==> src/design/pfp_pkg.sv <==
// shared constants, phase type and control struct for the pose frame parser
`default_nettype none

package pfp_pkg;

  // frame bytes
  localparam logic [7:0] HDR_CR = 8'h0D;
  localparam logic [7:0] HDR_LF = 8'h0A;

  // payload geometry
  localparam int unsigned PAYLOAD_LEN = 24;
  localparam int unsigned IDX_W       = 5;
  localparam int unsigned WORD_W      = 32;
  localparam int unsigned BYTE_W      = 8;
  localparam int unsigned WORD_BYTES  = WORD_W / BYTE_W;
  localparam int unsigned OUT_W       = 3 * WORD_W;

  // payload word slots (byte index divided by four)
  localparam logic [2:0] WSEL_ANGLE = 3'd0;
  localparam logic [2:0] WSEL_X     = 3'd3;
  localparam logic [2:0] WSEL_Y     = 3'd4;

  // last payload slot
  localparam logic [IDX_W-1:0] IDX_LAST = IDX_W'(PAYLOAD_LEN - 1);

  typedef enum logic [2:0] {
    PH_IDLE = 3'd0,
    PH_LF   = 3'd1,
    PH_DATA = 3'd2,
    PH_TLF  = 3'd3,
    PH_TCR  = 3'd4
  } phase_t;

  // deframer to datapath control
  typedef struct packed {
    phase_t           phase;
    logic             wr_en;
    logic [IDX_W-1:0] wr_idx;
    logic             emit;
  } pfp_ctl_t;

endpackage

`default_nettype wire

==> src/design/pfp_deframer.sv <==
// frame state machine: tracks header, payload slot and trailer
`default_nettype none

module pfp_deframer
  import pfp_pkg::*;
(
  input  wire logic              clk,
  input  wire logic              rst_n,
  input  wire logic              beat_ok,
  input  wire logic [BYTE_W-1:0] rx_byte,
  output pfp_ctl_t               ctl
);

  phase_t           phase_r, phase_nxt;
  logic [IDX_W-1:0] idx_r, idx_nxt;

  // next state
  always_comb begin
    phase_nxt = phase_r;
    idx_nxt   = idx_r;
    if (beat_ok) begin
      unique case (phase_r)
        PH_IDLE: begin
          phase_nxt = (rx_byte == HDR_CR) ? PH_LF : PH_IDLE;
        end
        PH_LF: begin
          if (rx_byte == HDR_LF) begin
            idx_nxt   = '0;
            phase_nxt = PH_DATA;
          end else if (rx_byte != HDR_CR) begin
            phase_nxt = PH_IDLE;
          end
        end
        PH_DATA: begin
          // the last slot, or an out of range index, closes the payload
          if (idx_r >= IDX_LAST) begin
            idx_nxt   = '0;
            phase_nxt = PH_TLF;
          end else begin
            idx_nxt = idx_r + IDX_W'(1);
          end
        end
        PH_TLF: begin
          phase_nxt = (rx_byte == HDR_LF) ? PH_TCR : PH_IDLE;
        end
        PH_TCR: begin
          phase_nxt = PH_IDLE;
        end
        default: begin
          phase_nxt = PH_IDLE;
        end
      endcase
    end
  end

  // outputs
  always_comb begin
    ctl.phase  = phase_r;
    ctl.wr_idx = idx_r;
    ctl.wr_en  = beat_ok && (phase_r == PH_DATA) && (idx_r <= IDX_LAST);
    ctl.emit   = beat_ok && (phase_r == PH_TCR) && (rx_byte == HDR_CR);
  end

  always_ff @(posedge clk) begin
    if (!rst_n) begin
      phase_r <= PH_IDLE;
      idx_r   <= '0;
    end else begin
      phase_r <= phase_nxt;
      idx_r   <= idx_nxt;
    end
  end

endmodule

`default_nettype wire

==> src/design/pose_frame_parser.sv <==
// pose frame parser top level: deframer, payload capture and result register
//
//  channel | dir | beat contents
//  in_     | in  | tdata[7:0] rx_byte
//  out_    | out | tdata[31:0] angle_bits, [63:32] x_bits, [95:64] y_bits
//
// one byte per cycle while in_tready is high; the result appears in the cycle
// after the closing byte. synchronous active-low reset returns the deframer
// to idle and drops any pending result; captured payload bytes are not cleared.
// while a result waits on out_tready, bytes keep flowing in; only a byte
// arriving in the closing-byte phase is held off until the result is taken.
`default_nettype none

module pose_frame_parser
  import pfp_pkg::*;
(
  input  wire logic              clk,
  input  wire logic              rst_n,
  input  wire logic              in_tvalid,
  output      logic              in_tready,
  input  wire logic [BYTE_W-1:0] in_tdata,   // [7:0] rx_byte
  output      logic              out_tvalid,
  input  wire logic              out_tready,
  output      logic [OUT_W-1:0]  out_tdata   // [31:0] angle_bits, [63:32] x_bits,
                                             // [95:64] y_bits
);

  pfp_ctl_t          ctl;
  logic              beat_ok;
  logic [BYTE_W-1:0] angle_b_r [WORD_BYTES];
  logic [BYTE_W-1:0] x_b_r     [WORD_BYTES];
  logic [BYTE_W-1:0] y_b_r     [WORD_BYTES];
  logic              out_valid_r;
  logic [OUT_W-1:0]  out_data_r;
  logic [WORD_W-1:0] angle_w, x_w, y_w;
  logic [2:0]        wsel;
  logic [1:0]        lane;

  // hold off only a closing byte while the result register is stalled
  assign in_tready = !(out_valid_r && !out_tready && (ctl.phase == PH_TCR));
  assign beat_ok   = in_tvalid && in_tready;

  pfp_deframer u_deframer (
    .clk     (clk),
    .rst_n   (rst_n),
    .beat_ok (beat_ok),
    .rx_byte (in_tdata),
    .ctl     (ctl)
  );

  // capture only the payload bytes that feed the result
  assign wsel = ctl.wr_idx[IDX_W-1:2];
  assign lane = ctl.wr_idx[1:0];

  always_ff @(posedge clk) begin
    if (ctl.wr_en) begin
      unique case (wsel)
        WSEL_ANGLE: angle_b_r[lane] <= in_tdata;
        WSEL_X:     x_b_r[lane]     <= in_tdata;
        WSEL_Y:     y_b_r[lane]     <= in_tdata;
        default:    ;
      endcase
    end
  end

  // little-endian words, x and y negated through the sign bit
  assign angle_w = {angle_b_r[3], angle_b_r[2], angle_b_r[1], angle_b_r[0]};
  assign x_w     = {~x_b_r[3][BYTE_W-1], x_b_r[3][BYTE_W-2:0],
                    x_b_r[2], x_b_r[1], x_b_r[0]};
  assign y_w     = {~y_b_r[3][BYTE_W-1], y_b_r[3][BYTE_W-2:0],
                    y_b_r[2], y_b_r[1], y_b_r[0]};

  // result register
  always_ff @(posedge clk) begin
    if (!rst_n) begin
      out_valid_r <= 1'b0;
    end else if (ctl.emit) begin
      out_valid_r <= 1'b1;
    end else if (out_tready) begin
      out_valid_r <= 1'b0;
    end
  end

  always_ff @(posedge clk) begin
    if (ctl.emit) begin
      out_data_r <= {y_w, x_w, angle_w};
    end
  end

  assign out_tvalid = out_valid_r;
  assign out_tdata  = out_data_r;

  // a result only follows an accepted closing byte
  a_emit_src: assert property (@(posedge clk) disable iff (!rst_n)
    $rose(out_valid_r) |-> $past(ctl.emit))
    else $error("result appeared without a closing byte");

  // a stalled result is never overwritten
  a_no_overwrite: assert property (@(posedge clk) disable iff (!rst_n)
    (out_valid_r && !out_tready) |-> !ctl.emit)
    else $error("pending result overwritten");

  // payload writes stay inside the frame
  a_wr_range: assert property (@(posedge clk) disable iff (!rst_n)
    ctl.wr_en |-> (ctl.wr_idx <= IDX_LAST))
    else $error("payload write out of range");

  // a bad trailing byte drops the frame
  a_bad_trailer: assert property (@(posedge clk) disable iff (!rst_n)
    (beat_ok && (ctl.phase == PH_TLF) && (in_tdata != HDR_LF))
      |=> (ctl.phase == PH_IDLE))
    else $error("bad trailer did not return to idle");

endmodule

`default_nettype wire
==> config.mk <==
export PLATFORM = sky130hd
export DESIGN_NAME = pose_frame_parser
export DESIGN_NICKNAME = d
export VERILOG_FILES = /design/src/design/pfp_pkg.sv /design/src/design/pfp_deframer.sv /design/src/design/pose_frame_parser.sv
export SDC_FILE = /design/constraint.sdc
export NUM_CORES = 1
export LEC_CHECK = 0
export ABC_AREA = 1
export BUFFER_PORTS_ARGS = -buffer_cell sky130_fd_sc_hd__buf_2
export CORE_ASPECT_RATIO = 0.8
export CORE_MARGIN = 2
export CORE_UTILIZATION = 40
export DETAILED_ROUTE_END_ITERATION = 8
export GPL_ROUTABILITY_DRIVEN = 0
export SLEW_MARGIN = 0
export SYNTH_ARGS = -nofsm -noshare
export SYNTH_HDL_FRONTEND = slang
export SYNTH_SLANG_ARGS = --single-unit
==> constraint.sdc <==
create_clock -name clk -period 14.47 [get_ports clk]
set_input_delay 2.894 -clock clk [delete_from_list [all_inputs] [get_ports clk]]
set_output_delay 2.894 -clock clk [all_outputs]
set_load 0.02 [all_outputs]
==> summary.md <==
| Metric | Value |
|---|---|
| Hold_buf cts | 0 |
| Setup Crit Path Kind | input port to output port |
| Status | completed |
| CP Launch Point | out_tready |
| Clk_skew | 0.0299 ns |
| Synth Cell Area | 6610 µm² |
| Non-Filler Instances | 705 |
| CP delay by family, top | buffers and inverters |
| GR Util met1 | 0.182 |
| Vias in the first global route | 2970 |
| Worst Path Buf+Inv | 4 |
| First-pass DRT Iterations | 4 |
| Post-synthesis sequential area ratio | 0.899 |
| Final hold violation count | 0 |
| Die area | 17600 µm² |
| RSZ-0062 raised after global routing | false |
| Most common library cells after synthesis | edfxtp_1, nand2_1, inv_1 |
| Layout Nets | between 400 and 500 |
| Pin count of the biggest net entering global routing | between 50 and 60 |
| Slew Viols, Final | 0 |
| Syn_nets | 358 |
| Top cell type's share of synthesized area | 0.872 |
| CP startpoint kind | input port |
| First-pass GRT wire length | ~16 mm |
| Total CTS buffers | 20 |
| Final worst-path cycle share | 0.442 |
| Die Span Y | between 100 and 150 µm |
| Fin Setup TNS | 0 ns |
| Core Rows | 42 |
| Pwr Density | 140 nW/µm² |
| Die width | around 150 µm |
| Leak | 2.90 nW |
| Layout area overhead | 21.9% |
| Final wirelength | 11.0 mm |
| Post-DP HPWL | 7.10 mm |
| CTS tree | yes |
| FF-to-FF setup slack | 12.09 ns |
| CTS sink cnt | 201 |
| Core area | 16300 µm² |
| Most Crowded Layer GR | met2 |
| Post-synth EDFFs | 192 |
| Initial drt markers | roughly 220 |
| Setup-failing EPs final | 0 |
| Initial antenna violation count | 0 |
| Worst path slowest cell | nor2_2 |
| Synth Register Bits | 201 |
| Cells on worst reg2reg path | 5 |
| Initial core utilization | 0.405 |
| H-Tree Depth | 1 |
| # port buffers | 109 |
| Crit-path cells | buf_2 > inv_1 > nand2_1 > nor2_2 > inv_1 > buf_2 |
| Crit end category | output port |
| Skew-Pair Late Insertion Delay | 0.50 ns |
| Crit path capture | in_tready |
| Fin crit period | 6.39 ns |
| Antenna Diode Count | 0 |
| Max Clk Rate | between 150 and 200 MHz |
| Post-route ant nets | 0 |
| Via-per-instance ratio | 4.42 |
| CP max stage delay | 0.18 ns |
| Crit path arrival time | 3.50 ns |
| Critical path depth | 6 |
| Synth cell types | 19 |
| Crit path max fanout | 3 |
| Async S/R FF share, synth | 0 |
| Worst Path Required | 11.58 ns |
| Worst slew pin tran | between 1 and 1.5 ns |
| Met2 track demand over resource | 0.187 |
| Clock-pin slew on the worst setup and hold paths | ~0.060 ns |
| Top post-synthesis cells by area | edfxtp_1, dfxtp_1, nand2_1, inv_1, nor2_1 |
| Worst hold path class | register to register |
| Drt drc | 0 |
| Clk buf depth | 3 |
| Yosys warns | 0 |
| VDD IR max | 0.0678 mV |
| Fraction of layout cells with a size suffix above 1 | 0.309 |
| Top-count cell post-synth | edfxtp_1 |
| Post-CTS sizing | 0 |
| Post-Synthesis Cells | 342 |
| Setup Fix Bufs, Post-CTS | 0 |
| Area leader, netlist | edfxtp_1 |
| Reg2reg end | out_tdata[21] |
| WL per Instance | 15.6 µm |
| Met3 Use GR | 0.0314 |
| DR vias | 3115 |
| Inst Count DP | 671 |
| Ys flop type | edfxtp_1 |
| Worst r2r src | u_deframer.phase_r[1] |
| Num ports | 110 |
| Tot GR Track Use | 0.125 |
| Root buf cell | clkbuf_16 |
| Mean cell area of the mapped netlist | 19.3 µm² |
| Aggregate global routing overflow | 0 |
| Max Cap Violations | 0 |
| Slew HR | 0.297 |
power breakdown:
part	internal (mW)	switching (mW)	total, mW
Combinational	0.00241	0.00921	0.0116
Clock	0.291	0.196	0.486
Sequential	0.632	0.000276	0.632
Total	0.925	0.205	1.13
layout make-up:
cell class              instances  area [µm²]
fillers                      1338        8280
multi-input cells             105         523
well taps                     220         275
flip-flops and latches        201        5950
clock inverters                10         116
clock buffers                  24         515
repair buffers                111         561
inverters                      34         128
worst min-delay path by stage:
| stage | depth (start not counted) | startpoint | slack (ns) | to |
|---|---|---|---|---|
| floorplan | 0 | angle_b_r[0][0] | 0.40 | out_tdata[0] |
| global placement | 0 | y_b_r[1][2] | 0.40 | out_tdata[74] |
| detailed placement | 0 | angle_b_r[0][2] | 0.40 | out_tdata[2] |
| CTS | 0 | y_b_r[3][6] | 0.41 | out_tdata[94] |
| global route | 0 | y_b_r[3][6] | 0.42 | out_tdata[94] |
| finish | 0 | y_b_r[2][5] | 0.40 | out_tdata[85] |
flip-flops by register name, indices dropped and copies added, names as in the netlist:
register            flops
angle_b_r              32
out_tdata              96
out_tvalid              1
u_deframer.idx_r        5
u_deframer.phase_r      3
x_b_r                  32
y_b_r                  32
metrics by stage:
stage | utilization | setup WS, ns | hold slack (ns) | total power [mW] | area [µm²]
3_5_place_dp | 0.455 | 8.07 | 0.405 | 0.656 | 7430
5_1_grt | 0.493 | 8.02 | 0.420 | 1.17 | 8060
2_1_floorplan | - | 1.36 | 0.400 | 0.649 | 6610
3_3_place_gp | 0.455 | 8.08 | 0.402 | 0.656 | 7430
6_report | 0.493 | 8.08 | 0.403 | 1.13 | 8060
4_1_cts | 0.493 | 8.07 | 0.407 | 1.14 | 8060
metal layers:
metal / part of all wire / routed length [µm]
met5: 0 / 0
met4: 0.023 / 259
met3: 0.066 / 732
met2: 0.45 / 5010
met1: 0.46 / 5030
cell families (layout without fill, tap and decap cells):
family,Yosys count,count (layout),synth area share
flops,201,201,0.899
simple gates,94,94,0.0649
buf+inv,36,179,0.0227
compound gates,7,7,0.00568
fa+ha+maj,4,4,0.00757
worst register-to-register path, stage by stage, from the launching register on:
cell	delay (ns)
dfxtp_1	0.35
inv_2	0.09
nand3_2	0.10
nor4_2	0.29
buf_4	0.48
buf_4	0.66
cells in the final DEF, fill, tap and decap left out:
cell type / n
a21oi_1: 6
buf_2: 109
buf_4: 2
bufinv_16: 2
clkbuf_1: 4
clkbuf_16: 20
clkinv_1: 3
clkinv_2: 1
clkinv_4: 1
clkinv_8: 1
clkinvlp_4: 2
dfxtp_1: 9
edfxtp_1: 192
ha_1: 4
inv_1: 31
inv_2: 3
nand2_1: 37
nand2_2: 1
nand2_4: 1
nand3_1: 15
nand3_2: 2
nand4_1: 2
nor2_1: 29
nor2_2: 1
nor2_4: 3
nor3_1: 2
nor4_2: 1
o211ai_1: 1
Note: power is estimated with default switching activity, not from simulation.
